File: src/fspc_pkg.sv
// Shared types and constants of the feathered seam pixel compositor.
// No dependencies; the top level imports this package.
`timescale 1ns / 1ps
`default_nettype none

package fspc_pkg;

   localparam int COORD_W    = 12;
   localparam int CHAN_W     = 8;
   localparam int EXTENT_W   = 13;
   localparam int CSR_IDX_W  = 3;
   localparam int CSR_DATA_W = 13;

   typedef enum logic [CSR_IDX_W-1:0] {
      CSR_AXIS_VERTICAL = 3'd0,
      CSR_SWAP_SIDES    = 3'd1,
      CSR_FILTER_MODE   = 3'd2,
      CSR_SEAM_EDGE     = 3'd3,
      CSR_REF_ROWS      = 3'd4,
      CSR_REF_COLS      = 3'd5,
      CSR_FRAME_COLS    = 3'd6
   } csr_index_type;

   typedef struct packed {
      logic [COORD_W-1:0] row;
      logic [COORD_W-1:0] col;
      logic [CHAN_W-1:0]  ref_blue;
      logic [CHAN_W-1:0]  ref_green;
      logic [CHAN_W-1:0]  ref_red;
      logic [CHAN_W-1:0]  new_blue;
      logic [CHAN_W-1:0]  new_green;
      logic [CHAN_W-1:0]  new_red;
      logic               ref_nonzero;
      logic               new_nonzero;
   } fspc_req_type;

   typedef struct packed {
      logic [CHAN_W-1:0] out_blue;
      logic [CHAN_W-1:0] out_green;
      logic [CHAN_W-1:0] out_red;
      logic              pixel_written;
   } fspc_rsp_type;

endpackage

`default_nettype wire

File: src/fspc_recip_div.sv
// Restoring divider, one quotient bit per cycle, for the ramp reciprocal.
// Depends on nothing but its parameters.
`timescale 1ns / 1ps
`default_nettype none

module fspc_recip_div #(
   parameter int NUM_W = 18,
   parameter int DEN_W = 12
) (
   input  wire logic             clock,
   input  wire logic             reset,
   input  wire logic             start,
   input  wire logic [NUM_W-1:0] numer,
   input  wire logic [DEN_W-1:0] denom,
   output logic                  done,
   output logic      [NUM_W-1:0] quotient
);

   localparam int CNT_W = $clog2(NUM_W);

   logic             busy_ff, busy_in;
   logic             done_ff, done_in;
   logic [CNT_W-1:0] cnt_ff, cnt_in;
   logic [DEN_W-1:0] rem_ff, rem_in;
   logic [NUM_W-1:0] quo_ff, quo_in;
   logic [DEN_W-1:0] den_ff, den_in;
   logic [DEN_W:0]   trial;
   logic             fits;

   always_comb begin
      trial   = {rem_ff, quo_ff[NUM_W-1]};
      fits    = trial >= {1'b0, den_ff};
      busy_in = busy_ff;
      done_in = 1'b0;
      cnt_in  = cnt_ff;
      rem_in  = rem_ff;
      quo_in  = quo_ff;
      den_in  = den_ff;
      if (start) begin
         busy_in = 1'b1;
         cnt_in  = '0;
         rem_in  = '0;
         quo_in  = numer;
         den_in  = denom;
      end else if (busy_ff) begin
         rem_in = fits ? DEN_W'(trial - {1'b0, den_ff}) : trial[DEN_W-1:0];
         quo_in = {quo_ff[NUM_W-2:0], fits};
         cnt_in = cnt_ff + 1'b1;
         if (cnt_ff == CNT_W'(NUM_W - 1)) begin
            busy_in = 1'b0;
            done_in = 1'b1;
         end
      end
   end

   always_ff @(posedge clock) begin
      if (reset) begin
         busy_ff <= 1'b0;
         done_ff <= 1'b0;
         cnt_ff  <= '0;
      end else begin
         busy_ff <= busy_in;
         done_ff <= done_in;
         cnt_ff  <= cnt_in;
      end
      rem_ff <= rem_in;
      quo_ff <= quo_in;
      den_ff <= den_in;
   end

   assign done     = done_ff;
   assign quotient = quo_ff;

endmodule

`default_nettype wire

File: src/feathered_seam_pixel_compositor_top.sv
// Top level of the feathered seam pixel compositor: sequencer, shared multiplier, CSRs.
// Depends on fspc_pkg and fspc_recip_div.
//
//   port group | direction | handshake         | payload
//   req_       | in        | req_valid / stall | fspc_req_type
//   rsp_       | out       | rsp_valid / stall | fspc_rsp_type
//   csr_       | in        | csr_wr_en         | csr_index, csr_data
//
// One item at a time; a blended pixel takes one multiply for the weight and six
// for the channel products, all on one multiplier. The first blended pixel after
// reset or a CSR write adds the reciprocal division, one quotient bit per cycle,
// unless it lies on the seam edge. Reset is synchronous. A result held by rsp_stall
// admits one more item; its result waits, req_stall high, until the held one is sent.
`timescale 1ns / 1ps
`default_nettype none

module feathered_seam_pixel_compositor_top #(
   parameter int WEIGHT_FRAC_BITS = 16
) (
   input  wire logic                                 clock,
   input  wire logic                                 reset,
   input  wire logic                                 req_valid,
   output logic                                      req_stall,
   input  wire fspc_pkg::fspc_req_type               req_data,
   output logic                                      rsp_valid,
   input  wire logic                                 rsp_stall,
   output fspc_pkg::fspc_rsp_type                    rsp_data,
   input  wire logic                                 csr_wr_en,
   input  wire logic [fspc_pkg::CSR_IDX_W-1:0]       csr_index,
   input  wire logic [fspc_pkg::CSR_DATA_W-1:0]      csr_data
);

   import fspc_pkg::*;

   localparam int W      = WEIGHT_FRAC_BITS;
   localparam int WT_W   = W + 1;
   localparam int NUM_W  = ((WT_W > COORD_W) ? WT_W : COORD_W) + 1;
   localparam int MUL_AW = (COORD_W > CHAN_W) ? COORD_W : CHAN_W;
   localparam int PROD_W = MUL_AW + WT_W;

   localparam logic [WT_W-1:0]   WONE = {1'b1, {W{1'b0}}};
   localparam logic [PROD_W-1:0] HALF = PROD_W'(1) << (W - 1);

   typedef enum logic [4:0] {
      ST_IDLE   = 5'b00001,
      ST_DECIDE = 5'b00010,
      ST_DIV    = 5'b00100,
      ST_WEIGHT = 5'b01000,
      ST_MIX    = 5'b10000
   } state_type;

   typedef enum logic [1:0] {
      SEL_NONE  = 2'd0,
      SEL_REF   = 2'd1,
      SEL_NEW   = 2'd2,
      SEL_BLEND = 2'd3
   } sel_type;

   localparam logic [2:0] MIX_LAST = 3'd5;

   state_type state_ff, state_in;
   logic      done_ff, done_in;
   fspc_req_type item_ff, item_in;

   logic                axis_ff, axis_in;
   logic                swap_ff, swap_in;
   logic                filter_ff, filter_in;
   logic [COORD_W-1:0]  edge_pos_ff, edge_pos_in;
   logic [EXTENT_W-1:0] ref_rows_ff, ref_rows_in;
   logic [EXTENT_W-1:0] ref_cols_ff, ref_cols_in;
   logic [EXTENT_W-1:0] frame_cols_ff, frame_cols_in;

   logic               latched_ff, latched_in;
   logic [COORD_W-1:0] pos_ff, pos_in;
   logic [WT_W-1:0]    recip_ff, recip_in;
   logic [WT_W-1:0]    t_ff, t_in;
   logic [2:0]         step_ff, step_in;
   logic [CHAN_W-1:0]  rnd_ff, rnd_in;
   logic [CHAN_W-1:0]  ch_ff [3];
   logic [CHAN_W-1:0]  ch_in [3];
   logic               written_ff, written_in;

   logic         rsp_valid_ff, rsp_valid_in;
   fspc_rsp_type rsp_data_ff, rsp_data_in;

   logic               inb, refm, skip, overlap, ref_fav;
   sel_type            sel;
   logic [COORD_W-1:0] coord, seam_dist, dpos;
   logic               div_start, div_done;
   logic [NUM_W-1:0]   div_numer, div_quo;
   logic [CHAN_W-1:0]  rp [3];
   logic [CHAN_W-1:0]  np [3];
   logic [CHAN_W-1:0]  fav, oth;
   logic [MUL_AW-1:0]  mul_a;
   logic [WT_W-1:0]    mul_b;
   logic [PROD_W-1:0]  prod, prod_rnd;
   logic [CHAN_W-1:0]  rnd_now;
   logic [CHAN_W:0]    sum;
   logic               out_free;

   assign rp[0] = item_ff.ref_blue;
   assign rp[1] = item_ff.ref_green;
   assign rp[2] = item_ff.ref_red;
   assign np[0] = item_ff.new_blue;
   assign np[1] = item_ff.new_green;
   assign np[2] = item_ff.new_red;

   always_comb begin
      inb  = ({1'b0, item_ff.row} < ref_rows_ff) && ({1'b0, item_ff.col} < ref_cols_ff);
      refm = inb && item_ff.ref_nonzero;
      skip = (item_ff.row == '0) || (item_ff.col == '0);
      if (axis_ff) begin
         if (({1'b0, item_ff.col} + 1'b1) >= frame_cols_ff) skip = 1'b1;
      end else begin
         if ({1'b0, item_ff.col} >= frame_cols_ff) skip = 1'b1;
      end
      overlap = refm && item_ff.new_nonzero;
      sel = SEL_NONE;
      if (!skip) begin
         if (filter_ff) begin
            if (overlap) sel = SEL_BLEND;
            else if (refm) sel = SEL_REF;
            else if (!axis_ff || item_ff.new_nonzero) sel = SEL_NEW;
         end else begin
            if (axis_ff) sel = inb ? SEL_REF : SEL_NEW;
            else if (refm) sel = SEL_REF;
            else if (item_ff.new_nonzero) sel = SEL_NEW;
         end
      end
      coord     = axis_ff ? item_ff.row : item_ff.col;
      seam_dist = (edge_pos_ff > coord) ? edge_pos_ff - coord : coord - edge_pos_ff;
      dpos      = (coord > pos_ff) ? coord - pos_ff : pos_ff - coord;
      div_numer = NUM_W'(WONE) + NUM_W'(seam_dist >> 1);
      ref_fav   = swap_ff ^ axis_ff;
   end

   always_comb begin
      unique case (step_ff[2:1])
         2'd0:    begin fav = ref_fav ? rp[0] : np[0]; oth = ref_fav ? np[0] : rp[0]; end
         2'd1:    begin fav = ref_fav ? rp[1] : np[1]; oth = ref_fav ? np[1] : rp[1]; end
         default: begin fav = ref_fav ? rp[2] : np[2]; oth = ref_fav ? np[2] : rp[2]; end
      endcase
      if (state_ff == ST_WEIGHT) begin
         mul_a = MUL_AW'(dpos);
         mul_b = recip_ff;
      end else begin
         mul_a = MUL_AW'(step_ff[0] ? oth : fav);
         mul_b = step_ff[0] ? WONE - t_ff : t_ff;
      end
      prod     = PROD_W'(mul_a) * PROD_W'(mul_b);
      prod_rnd = prod + HALF;
      rnd_now  = prod_rnd[W +: CHAN_W];
      sum      = {1'b0, rnd_ff} + {1'b0, rnd_now};
   end

   fspc_recip_div #(
      .NUM_W (NUM_W),
      .DEN_W (COORD_W)
   ) u_recip_div (
      .clock    (clock),
      .reset    (reset),
      .start    (div_start),
      .numer    (div_numer),
      .denom    (seam_dist),
      .done     (div_done),
      .quotient (div_quo)
   );

   assign out_free  = !rsp_valid_ff || !rsp_stall;
   assign req_stall = (state_ff != ST_IDLE) || done_ff;

   always_comb begin
      state_in      = state_ff;
      done_in       = done_ff;
      item_in       = item_ff;
      axis_in       = axis_ff;
      swap_in       = swap_ff;
      filter_in     = filter_ff;
      edge_pos_in   = edge_pos_ff;
      ref_rows_in   = ref_rows_ff;
      ref_cols_in   = ref_cols_ff;
      frame_cols_in = frame_cols_ff;
      latched_in    = latched_ff;
      pos_in        = pos_ff;
      recip_in      = recip_ff;
      t_in          = t_ff;
      step_in       = step_ff;
      rnd_in        = rnd_ff;
      ch_in         = ch_ff;
      written_in    = written_ff;
      rsp_valid_in  = rsp_valid_ff && rsp_stall;
      rsp_data_in   = rsp_data_ff;
      div_start     = 1'b0;

      unique case (state_ff)
         ST_IDLE: begin
            if (done_ff) begin
               if (out_free) begin
                  rsp_valid_in = 1'b1;
                  rsp_data_in  = '{out_blue: ch_ff[0], out_green: ch_ff[1],
                                   out_red: ch_ff[2], pixel_written: written_ff};
                  done_in      = 1'b0;
               end
            end else if (req_valid) begin
               item_in  = req_data;
               state_in = ST_DECIDE;
            end
         end
         ST_DECIDE: begin
            written_in = (sel != SEL_NONE);
            for (int k = 0; k < 3; k++) begin
               unique case (sel)
                  SEL_REF: ch_in[k] = rp[k];
                  SEL_NEW: ch_in[k] = np[k];
                  default: ch_in[k] = '0;
               endcase
            end
            if (sel == SEL_BLEND) begin
               if (latched_ff) begin
                  state_in = ST_WEIGHT;
               end else if (seam_dist == '0) begin
                  recip_in   = '0;
                  pos_in     = coord;
                  latched_in = 1'b1;
                  state_in   = ST_WEIGHT;
               end else begin
                  div_start = 1'b1;
                  state_in  = ST_DIV;
               end
            end else begin
               done_in  = 1'b1;
               state_in = ST_IDLE;
            end
         end
         ST_DIV: begin
            if (div_done) begin
               recip_in   = (div_quo == '0) ? WT_W'(1) : div_quo[WT_W-1:0];
               pos_in     = coord;
               latched_in = 1'b1;
               state_in   = ST_WEIGHT;
            end
         end
         ST_WEIGHT: begin
            if (recip_ff == '0 || prod > PROD_W'(WONE)) t_in = WONE;
            else t_in = prod[WT_W-1:0];
            step_in  = '0;
            state_in = ST_MIX;
         end
         ST_MIX: begin
            if (!step_ff[0]) begin
               rnd_in = rnd_now;
            end else begin
               unique case (step_ff[2:1])
                  2'd0:    ch_in[0] = sum[CHAN_W] ? '1 : sum[CHAN_W-1:0];
                  2'd1:    ch_in[1] = sum[CHAN_W] ? '1 : sum[CHAN_W-1:0];
                  default: ch_in[2] = sum[CHAN_W] ? '1 : sum[CHAN_W-1:0];
               endcase
            end
            step_in = step_ff + 1'b1;
            if (step_ff == MIX_LAST) begin
               done_in  = 1'b1;
               state_in = ST_IDLE;
            end
         end
         default: state_in = ST_IDLE;
      endcase

      if (csr_wr_en) begin
         unique case (csr_index)
            CSR_AXIS_VERTICAL: begin axis_in = csr_data[0];                 latched_in = 1'b0; end
            CSR_SWAP_SIDES:    begin swap_in = csr_data[0];                 latched_in = 1'b0; end
            CSR_FILTER_MODE:   begin filter_in = csr_data[0];               latched_in = 1'b0; end
            CSR_SEAM_EDGE:     begin edge_pos_in = csr_data[COORD_W-1:0];   latched_in = 1'b0; end
            CSR_REF_ROWS:      begin ref_rows_in = csr_data[EXTENT_W-1:0];  latched_in = 1'b0; end
            CSR_REF_COLS:      begin ref_cols_in = csr_data[EXTENT_W-1:0];  latched_in = 1'b0; end
            CSR_FRAME_COLS:    begin frame_cols_in = csr_data[EXTENT_W-1:0]; latched_in = 1'b0; end
            default: ;
         endcase
      end
   end

   always_ff @(posedge clock) begin
      if (reset) begin
         state_ff      <= ST_IDLE;
         done_ff       <= 1'b0;
         rsp_valid_ff  <= 1'b0;
         axis_ff       <= 1'b0;
         swap_ff       <= 1'b0;
         filter_ff     <= 1'b1;
         edge_pos_ff   <= '0;
         ref_rows_ff   <= '0;
         ref_cols_ff   <= '0;
         frame_cols_ff <= '0;
         latched_ff    <= 1'b0;
         pos_ff        <= '0;
         recip_ff      <= '0;
      end else begin
         state_ff      <= state_in;
         done_ff       <= done_in;
         rsp_valid_ff  <= rsp_valid_in;
         axis_ff       <= axis_in;
         swap_ff       <= swap_in;
         filter_ff     <= filter_in;
         edge_pos_ff   <= edge_pos_in;
         ref_rows_ff   <= ref_rows_in;
         ref_cols_ff   <= ref_cols_in;
         frame_cols_ff <= frame_cols_in;
         latched_ff    <= latched_in;
         pos_ff        <= pos_in;
         recip_ff      <= recip_in;
      end
      item_ff     <= item_in;
      t_ff        <= t_in;
      step_ff     <= step_in;
      rnd_ff      <= rnd_in;
      ch_ff       <= ch_in;
      written_ff  <= written_in;
      rsp_data_ff <= rsp_data_in;
   end

   assign rsp_valid = rsp_valid_ff;
   assign rsp_data  = rsp_data_ff;

endmodule

`default_nettype wire
File: config.mk
export PLATFORM = sky130hd
export DESIGN_NAME = feathered_seam_pixel_compositor_top
export DESIGN_NICKNAME = d
export VERILOG_FILES = /design/src/fspc_pkg.sv /design/src/fspc_recip_div.sv /design/src/feathered_seam_pixel_compositor_top.sv
export SDC_FILE = /design/constraint.sdc
export NUM_CORES = 1
export LEC_CHECK = 0
export ABC_AREA = 1
export BUFFER_PORTS_ARGS = -buffer_cell sky130_fd_sc_hd__buf_2
export CORE_ASPECT_RATIO = 0.8
export CORE_MARGIN = 2
export CORE_UTILIZATION = 49
export DETAILED_ROUTE_END_ITERATION = 6
export GPL_ROUTABILITY_DRIVEN = 1
export PLACE_DENSITY = 0.66
export SYNTH_ARGS = -nofsm -noshare
export SYNTH_HDL_FRONTEND = slang
export SYNTH_SLANG_ARGS = --single-unit
File: constraint.sdc
create_clock -name clock -period 28.2 [get_ports clock]
set_input_delay 2.82 -clock clock [delete_from_list [all_inputs] [get_ports clock]]
set_output_delay 2.82 -clock clock [all_outputs]
set_load 0.02 [all_outputs]
# Yosys cells after proc, flatten, opt, wreduce, memory -nomap -nowiden
# Cells that the tools add are included.
dict set report op_classes {
  addsub 12
  n_reduce_logical 45
  mul 1
  n_eq_ne 30
  n_lt_le_gt_ge 8
  muxes 82
  bitwise_logic 4
}
# operator count
set op_table {}
lappend op_table {{2-to-1 mux 17 bit} 7}
lappend op_table {{2-to-1 mux 12 bit} 9}
lappend op_table {{2-to-1 mux 8 bit} 11}
lappend op_table {{one-hot mux 8 bit (2 select lines)} 5}
lappend op_table {{subtractor 12 bit} 5}
lappend op_table {{one-hot mux 24 bit (2 select lines)} 1}
lappend op_table {{zero test 12 bit} 3}
lappend op_table {{2-to-1 mux 18 bit} 2}
lappend op_table {{one-hot mux 17 bit (2 select lines)} 1}
lappend op_table {{> comparator 29 x 17 -> 1 bit (second input constant)} 1}
lappend op_table {{multiplier 12 x 17 -> 29 bit} 1}
lappend op_table {{less-than comparator 12 x 13 -> 1 bit} 2}
lappend op_table {{2-to-1 mux 5 bit} 5}
lappend op_table {{one-hot mux 5 bit (5 select lines)} 1}
lappend op_table {{adder 24 x 16 -> 24 bit (second input constant)} 1}
lappend op_table {{> comparator 12 bit} 2}
lappend op_table {{2-to-1 mux 1 bit} 24}
lappend op_table {{2-to-1 mux 24 bit} 1}
lappend op_table {{one-hot mux 12 bit (2 select lines)} 1}
lappend op_table {{adder 17 x 11 -> 18 bit (first input constant)} 1}
lappend op_table {{zero test 18 bit} 1}
lappend op_table {{2-to-1 mux 2 bit} 9}
lappend op_table {{!= test 2 bit (second input constant)} 9}
lappend op_table {{AND reduction 3 bit} 6}
lappend op_table {{40 further kinds} 73}
dict set report totals {
  register_bits 292
  elab_cells 222
  input_bits 95
  out_inout_bits 27
}

# Depth between registers and ports, before layout
# Gate-level depths: netlist of the first run.
dict set report logic_depth {
  ltp_word 12
  mapped_depth 60
  mapped_depth_nobuf 57
}

# Cells and area by module
# A second synthesis of the first run with hierarchy kept.
dict set report hier_totals {
  hier_cells 3118
  area_unflattened_um2 24503.5
}
# mod area_each_um2 cells_per_inst seq_area_each_um2 instances
set by_module_without_submodules {}
lappend by_module_without_submodules {feathered_seam_pixel_compositor_top 21677.0 2756 6386.1 1}
lappend by_module_without_submodules {fspc_recip_div 2826.5 362 1281.2 1}

# Worst setup path before layout of the first run
# Ideal clock, no wire load.
dict set report synth_path {
  path_type {flip-flop to flip-flop}
  start {register axis_ff}
  end {register ch_ff[0] in the netlist's numbering, data pin}
  path_stages_with_launch 50
  setup_ns 0.266
  n_path_buf 4
  arrival_time_ns 9.306
  path_slack_ns 18.628
  t_required_ns 27.934
  synth_period_minus_slack_ns 9.572
  path_cell_list {dfxtp_1 > buf_2 > inv_2 > clkbuf_1 > or2_2 > o21ai_0 > inv_1 > fa_1 > nand3_1 > nand2_1 > a21oi_1 > o21ai_0 > nand2_1 > inv_1 > buf_2 > nand2_1 > nand3_1 > inv_1 > [14 not listed] > xor2_1 > inv_1 > ha_1 > ha_1 > fa_1 > nand2_1 > inv_1 > o21ai_0 > nand2_1 > nand2_1 > nand2_1 > a21o_1 > nand2_1 > nand2_1 > a21oi_1 > inv_1 > o21ai_0 > nand2_1}
}
# element line_no
set synth_rtl {}
lappend synth_rtl {{from (decl)} feathered_seam_pixel_compositor_top.sv:65} ;# logic axis_ff, axis_in;
lappend synth_rtl {{from (signal assigned)} feathered_seam_pixel_compositor_top.sv:301} ;# axis_ff <= axis_in;
lappend synth_rtl {{to (signal assigned)} feathered_seam_pixel_compositor_top.sv:316} ;# ch_ff <= ch_in;
lappend synth_rtl {{to (decl)} feathered_seam_pixel_compositor_top.sv:79} ;# logic [CHAN_W-1:0] ch_ff [3];

==> results of run 1 <==
[logic make-up (layout without fill, tap and decap cells)]
family / count (synthesis) / in the layout / share of synthesized area
fa+ha+maj: 349 / 349 / 0.2297
xor+xnor: 78 / 78 / 0.02865
buf+inv: 665 / 774 / 0.1057
simple gates: 1230 / 1230 / 0.2133
compound gates: 460 / 460 / 0.1046
flops: 292 / 292 / 0.3180
[registers in the layout, indices dropped and copies added, names as in the netlist, 17 cells and up]
name                  cells
u_recip_div.quotient     18
recip_ff                 17
item_ff                  74
rsp_data                 25
t_ff                     17
ch_ff                    24
[through the flow]
stage,total power (W),util
6_report,0.001349,0.5413
5_1_grt,0.001438,0.5413
4_1_cts,0.001351,0.5413
3_5_place_dp,0.0009440,0.5205
3_3_place_gp,0.0009391,0.5205
2_1_floorplan,0.0008149,-
[power breakdown]
group / switching (W) / internal (W) / leakage (nW)
clock network: 0.000179 / 0.000225 / 0.494
logic: 0.000301 / 0.000150 / 9.66
registers: 0.0000149 / 0.000479 / 2.56
[synth_stat cells (all sizes together)]
library cell and count:
o211a 1, o21ai 179, a22oi 1, nor3b 2, a21o 7, o21a 4, a211oi 2, dfxtp 110
nand3 125, nand4 36, o2111ai 5, clkbuf 52, o211ai 12, nor2 254, fa 156, o21bai 7
clkinv 12, a22o 7, a21oi 200, a21boi 2, o311ai 5, nor4 15, and2 1, o31ai 4
nand2 737, o41ai 1, xor2 57, or2 20, nor3 30, edfxtp 182, inv 574, a221oi 3
xnor2 21, and3 3, buf 27, o221ai 4, nand3b 6, ha 193, nor4b 1, a31oi 1
o22ai 15
[final timing paths]
| check | end | slack, ps |
|---|---|---|
| hold reg to reg | rsp_data[7] | 420 |
| setup / recovery | ch_ff[19] | 16520 |
| hold / removal | rsp_data[7] | 420 |
| setup reg to reg | ch_ff[19] | 16520 |
[cell type report]
| class | instances | area [um2] | share of cell area |
|---|---|---|---|
| flip-flops and latches | 292 | 7667 | 0.2923 |
| multi-input cells | 2117 | 13900 | 0.5300 |
| repair buffers | 130 | 673.1 | 0.02566 |
| well taps | 629 | 787.0 | 0.03000 |
| clock inverters | 22 | 198.9 | 0.007584 |
| inverters | 586 | 2200 | 0.08385 |
| clock buffers | 36 | 804.5 | 0.03067 |
[worst register-to-register path, delay by kind of cell (launching register included)]
family | cells | cell delay [ps]
flops | 1 | 670
buf+inv | 10 | 1670
compound gates | 11 | 2410
fa+ha+maj | 10 | 4460
simple gates | 15 | 1910
xor+xnor | 1 | 300
[metal layers]
metal / routed length, um / share of wire / up-vias
li1: - / - / 9967
met1: 31350 / 0.47 / 9818
met2: 28130 / 0.42 / 806
met3: 5895 / 0.088 / 119
met4: 1485 / 0.022 / 2
met5: 13 / 0.00019 / -
==> results_dict.tcl, run 1 <==
set metrics [dict create \
    die_x_um 252.0 \
    clock_path_buffers 3 \
    hold_depth 0 \
    path_common_cell "nand2_1" \
    worstRegToRegCells 47 \
    fillers 4560 \
    critPathLaunchType "flop" \
    drt_iter0_drc 1719 \
    grt_max_degree 83 \
    hold_viol_final 0 \
    io_buffers 121 \
    die-area_um2 51000 \
    worstMarginPinSlew_ps 1354 \
    final_common_cell "nand2_1" \
    root_buffer "clkbuf_16" \
    grt.busiest_layer "met2" \
    routed_wl_um 66870 \
    yosys-top-cells-area "edfxtp_1 (23%), fa_1 (13%), nand2_1 (11%)" \
    hp-class "flop to flop" \
    power.density_nw_per_um2 51.41 \
    setup_ws_ps 16520 \
    cp_data_arrival_time_ps 12020 \
    clk_pin_slew_ps 60 \
    synth.avg_cell_area_um2 7.843 \
    slew_viol_final 0 \
    pre_cts_slack_ps 16670 \
    core_um2 48470 \
    cts_resized 0 \
    route.detailed.drc 0 \
    start_util 0.4974 \
    gr-usage-met2 0.4012 \
    grtUsageMet1 0.3937 \
    fin_nets 3602 \
    setup_viol 0 \
    antenna_found_initial 1 \
    critPathMaxStageDelay_ps 670 \
    p_leak_nw 12.71 \
    reg2reg_from "axis_ff" \
    ir_drop_mv 0.05233 \
    cp.depth 47 \
    synth.largest_area_cell "edfxtp_1" \
    seq_area_frac_synth 0.3180 \
    syn-num-nets 3518 \
    skew_ps 36.84 \
    rsz0062_at_grt "no" \
    syn-instance-count 3074 \
    placed_area_um2 25230 \
    dp_cells 3754 \
    die_height_um 202.4 \
    crit_path_end_kind "flop" \
    cts_max_level 1 \
    post-cts-setup-buffers 0 \
    vias 20710 \
    final_area_um2 26230 \
    crit_buf_inv 10 \
    cts_buffers 31 \
    cp.required_ps 28540 \
    layout.cells.non_filler 3812 \
    slowest_stage "dfxtp_1" \
    yosysUniqueCellTypes 57 \
    ys_seq_elements 292 \
    ioPinCount 122 \
    grtUsageMet3 0.05641 \
    maxSlewHeadroom 0.08751 \
    min_period_over_period 0.4143 \
    num_rows 72 \
    path_max_fanout 19 \
    drive_gt1_frac 0.07414 \
    fin_tns_setup_ps 0 \
    cp_top_family "adder cells" \
    antenna_cells 0 \
    synth_area_um2 24110 \
    grt_pass1_vias 20360 \
    cts_tree "built" \
    avgRoutedWirePerCell_um 17.54 \
    synth.top_cell.area_share 0.2267 \
    drv_cap 0 \
    timing.hold.ws_ps 419.3 \
    min_period_ps 11680 \
    final_cell_mix "nand2_1 (725), inv_1 (564), nor2_1 (250), a21oi_1 (200), ha_1 (193)" \
    dr.pass1.iters 7 \
    grt-ovfl-total 0 \
    insertion_delay_ps 600 \
    critical_path.startpoint "axis_ff" \
    hold_buffers 0 \
    synth_warnings 0 \
    cts_sinks 292 \
    gp_congestion 0.9653 \
    worstSetupPathType "flop to flop" \
    min_from "ch_ff[6]" \
    fmax_mhz 85.59 \
    area_growth_syn_to_layout_pct 8.813 \
    antenna_left 0 \
    via_per_inst 5.433 \
    grt_pass1_wl_um 108100 \
    post-dp-hpwl_um 53670 \
    track_usage 0.2660 \
    status "completed" \
]
No activity file was read; power rests on OpenSTA's default activity.
==> inputs of run 2 (changes only) <==
- ABC_AREA: 1 -> 0
- clock period: 28.2 -> 12.1 ns (I/O delays scaled with it)
==> run 2 against run 1 <==
  * Via count down 12%
  * Setup slack worse by 16000 ps
  * Synthesized cell count fell by 21%
  * Highest routed layer is now met4
  * First-iteration DRC count shrank 6.2%
  * Critical path type unchanged
  * Largest power group is now combinational logic
==> results_dict.tcl, run 2 <==
set metrics [dict create \
    area_growth_syn_to_layout_pct 9.915 \
    worstRegToRegCells 42 \
    p_int_w 0.002471 \
    cts_max_level 2 \
    avgRoutedWirePerCell_um 19.78 \
    critPathCapture "ch_ff[4]" \
    routed_wl_um 62830 \
    die_x_um 247.2 \
    rsz0062_at_grt "no" \
    path_max_fanout 21 \
    vias 18300 \
    synth_area_um2 23180 \
    die_height_um 198.5 \
    syn-instance-count 2440 \
    core_um2 46820 \
    min_period_ps 11280 \
    cp.required_ps 12380 \
    synthFlopType "edfxtp_1" \
    io_buffers 121 \
    status "completed" \
    yosysUniqueCellTypes 82 \
    reg2reg_from "axis_ff" \
    gp_congestion 0.9443 \
    cts_buffers 34 \
    comb_power_share 0.492 \
    antenna_cells 0 \
    track_usage 0.2629 \
    final_common_cell "nand2_1" \
    r2r-end "ch_ff[4]" \
    yosys-top-cells-area "edfxtp_1 (24%), fa_1 (13%), ha_1 (10%)" \
    post-route-util 0.5442 \
    drt_iter0_drc 1612 \
    hp-class "flop to flop" \
    insertion_delay_ps 560 \
    slew_viol_final 0 \
    ys_top_cells_by_count "nand2_1 (341), inv_1 (302), ha_1 (193)" \
    antenna_found_initial 0 \
    p_leak_nw 10.64 \
    hold_viol_final 0 \
    grt-ovfl-total 0 \
    critical_path.startpoint "axis_ff" \
    synth_edf_count 182 \
    maxSlewHeadroom 0.1868 \
    syn-num-nets 2884 \
    seq_area_um2 7671 \
    p_sw_frac 0.4146 \
    fmax_mhz 88.66 \
    largest_reg_flops 74 \
    cts_tree "built" \
    p_clk_frac 0.238 \
    grt_pass1_vias 18280 \
    rrSetupSlack_ps 820 \
    critPathMaxStageDelay_ps 580 \
    grt_max_degree 88 \
    path_common_cell "fa_1" \
    clk_pin_slew_ps 60 \
    route.detailed.drc 0 \
    synth_warnings 0 \
    multi_input_area_um2 13980 \
    antenna_left 0 \
    post-cts-setup-buffers 0 \
    start_util 0.4951 \
    root_buffer "clkbuf_16" \
    final_cell_mix "nand2_1 (341), inv_1 (301), ha_1 (193), edfxtp_1 (182), fa_1 (156)" \
    cts_sinks 292 \
    setup_viol 0 \
    synth.avg_cell_area_um2 9.500 \
    worstSetupPathType "flop to flop" \
    min_period_over_period 0.9322 \
    fillers 4267 \
    post-dp-hpwl_um 48550 \
    ys_seq_elements 292 \
    ir_drop_mv 0.2441 \
    cp_data_arrival_time_ps 11560 \
    regMostFlops "item_ff" \
    layout.cells.non_filler 3176 \
    worstMarginPinSlew_ps 1215 \
    clock_path_buffers 3 \
    dr.pass1.iters 5 \
    critPathLaunchType "flop" \
    seqPwrFrac 0.270 \
    fin_nets 2976 \
    synth.top_cell.area_share 0.2358 \
    drv_cap 0 \
    seq_area_frac_synth 0.3308 \
    switching_power_w 0.001750 \
    synth.most_common_cell "nand2_1" \
    crit_path_end_kind "flop" \
    ioPinCount 122 \
    power.density_nw_per_um2 165.6 \
    num_rows 71 \
    die-area_um2 49070 \
    fin_tns_setup_ps 0 \
    drive_gt1_frac 0.1017 \
    via_per_inst 5.761 \
    synth.largest_area_cell "edfxtp_1" \
    grt_pass1_wl_um 100900 \
    synthArstFlopShare 0 \
    dp_cells 3115 \
    skew_ps 26.69 \
    hold_buffers 0 \
    slowest_stage "or4_1" \
]
run 2: changes by cell type after synthesis, moves of 51 or more:
cell     previous run  this run
o21ai_0           169        63
inv_1             564       302
nand2_1           725       341
nand3_1           123        60
a21oi_1           200       149
nor2_1            252        92
run 2: kinds of logic after synthesis:
logic type      Yosys count  share of synthesized area
simple gates            738                     0.1510
compound gates          500                     0.1397
buf+inv                 401                    0.06709
fa+ha+maj               349                     0.2389
flops                   292                     0.3308
xor+xnor                 93                    0.03579
mux                      67                    0.03676
run 2: stage by stage:
step | setup slack [ps] | hold slack, ps | instance area, um2 | total power [W]
floorplan | 1659 | 400.3 | 23180 | 0.002543
finish | 820.6 | 420.7 | 25480 | 0.004220
CTS | 403.9 | 424.9 | 25460 | 0.004219
global placement | 602.6 | 406.9 | 24390 | 0.003171
global route | 13.96 | 430.2 | 25480 | 0.004492
detailed placement | 419.0 | 406.1 | 24390 | 0.003195
run 2: what timing repair did:
action | in CTS | in global routing
endpoints found under the setup margin | 0 | 24
hold endpoints to repair | 0 | 0
gates resized for setup | 0 | 7
run 2: worst max-delay path: cells and delay by family (launching register included):
kind | cells | cell delay, ps
AO/OA/AOI/OAI | 14 | 3050
XOR/XNOR | 2 | 260
adder cells (fa/ha/maj) | 10 | 4280
buffers and inverters | 4 | 490
flip-flops | 1 | 480
multiplexers | 2 | 580
AND/OR/NAND/NOR | 10 | 1860
run 2: routing by layer:
layer | wire [um] | track usage | share of wire | vias up
met4 | 1363 | 0.06742 | 0.022 | 0
met3 | 4628 | 0.04614 | 0.074 | 89
li1 | - | - | - | 8628
met2 | 26950 | 0.3940 | 0.43 | 640
met1 | 29890 | 0.3924 | 0.48 | 8939
met5 | 0 | 0 | 0 | -
run 2: worst min-delay path by stage:
| stage | startpoint | to | slack (ps) | depth (start not counted) |
|---|---|---|---|---|
| after floorplan | written_ff | rsp_data[0] | 400 | 0 |
| after global placement | ch_ff[23] | rsp_data[24] | 410 | 0 |
| after detailed placement | written_ff | rsp_data[0] | 410 | 0 |
| after CTS | ch_ff[23] | rsp_data[24] | 420 | 0 |
| after global routing | ch_ff[11] | rsp_data[12] | 430 | 0 |
| final | ch_ff[11] | rsp_data[12] | 420 | 0 |
run 2: power groups by stage:
stage / Clock (W) / Sequential, W / Combinational (W)
6_report: 0.00101 / 0.00114 / 0.00208
5_1_grt: 0.00106 / 0.00114 / 0.00229
4_1_cts: 0.00103 / 0.00114 / 0.00205
3_5_place_dp: 0 / 0.00116 / 0.00204
3_3_place_gp: 0 / 0.00116 / 0.00201
2_1_floorplan: 0 / 0.00115 / 0.00139
run 2: final cells by class:
type                    count  area share
multi-input cells        1747      0.5486
clock buffers              43     0.03550
repair buffers            153     0.03320
flip-flops and latches    292      0.3011
clock inverters            17    0.006433
inverters                 304     0.04478
well taps                 620     0.03045
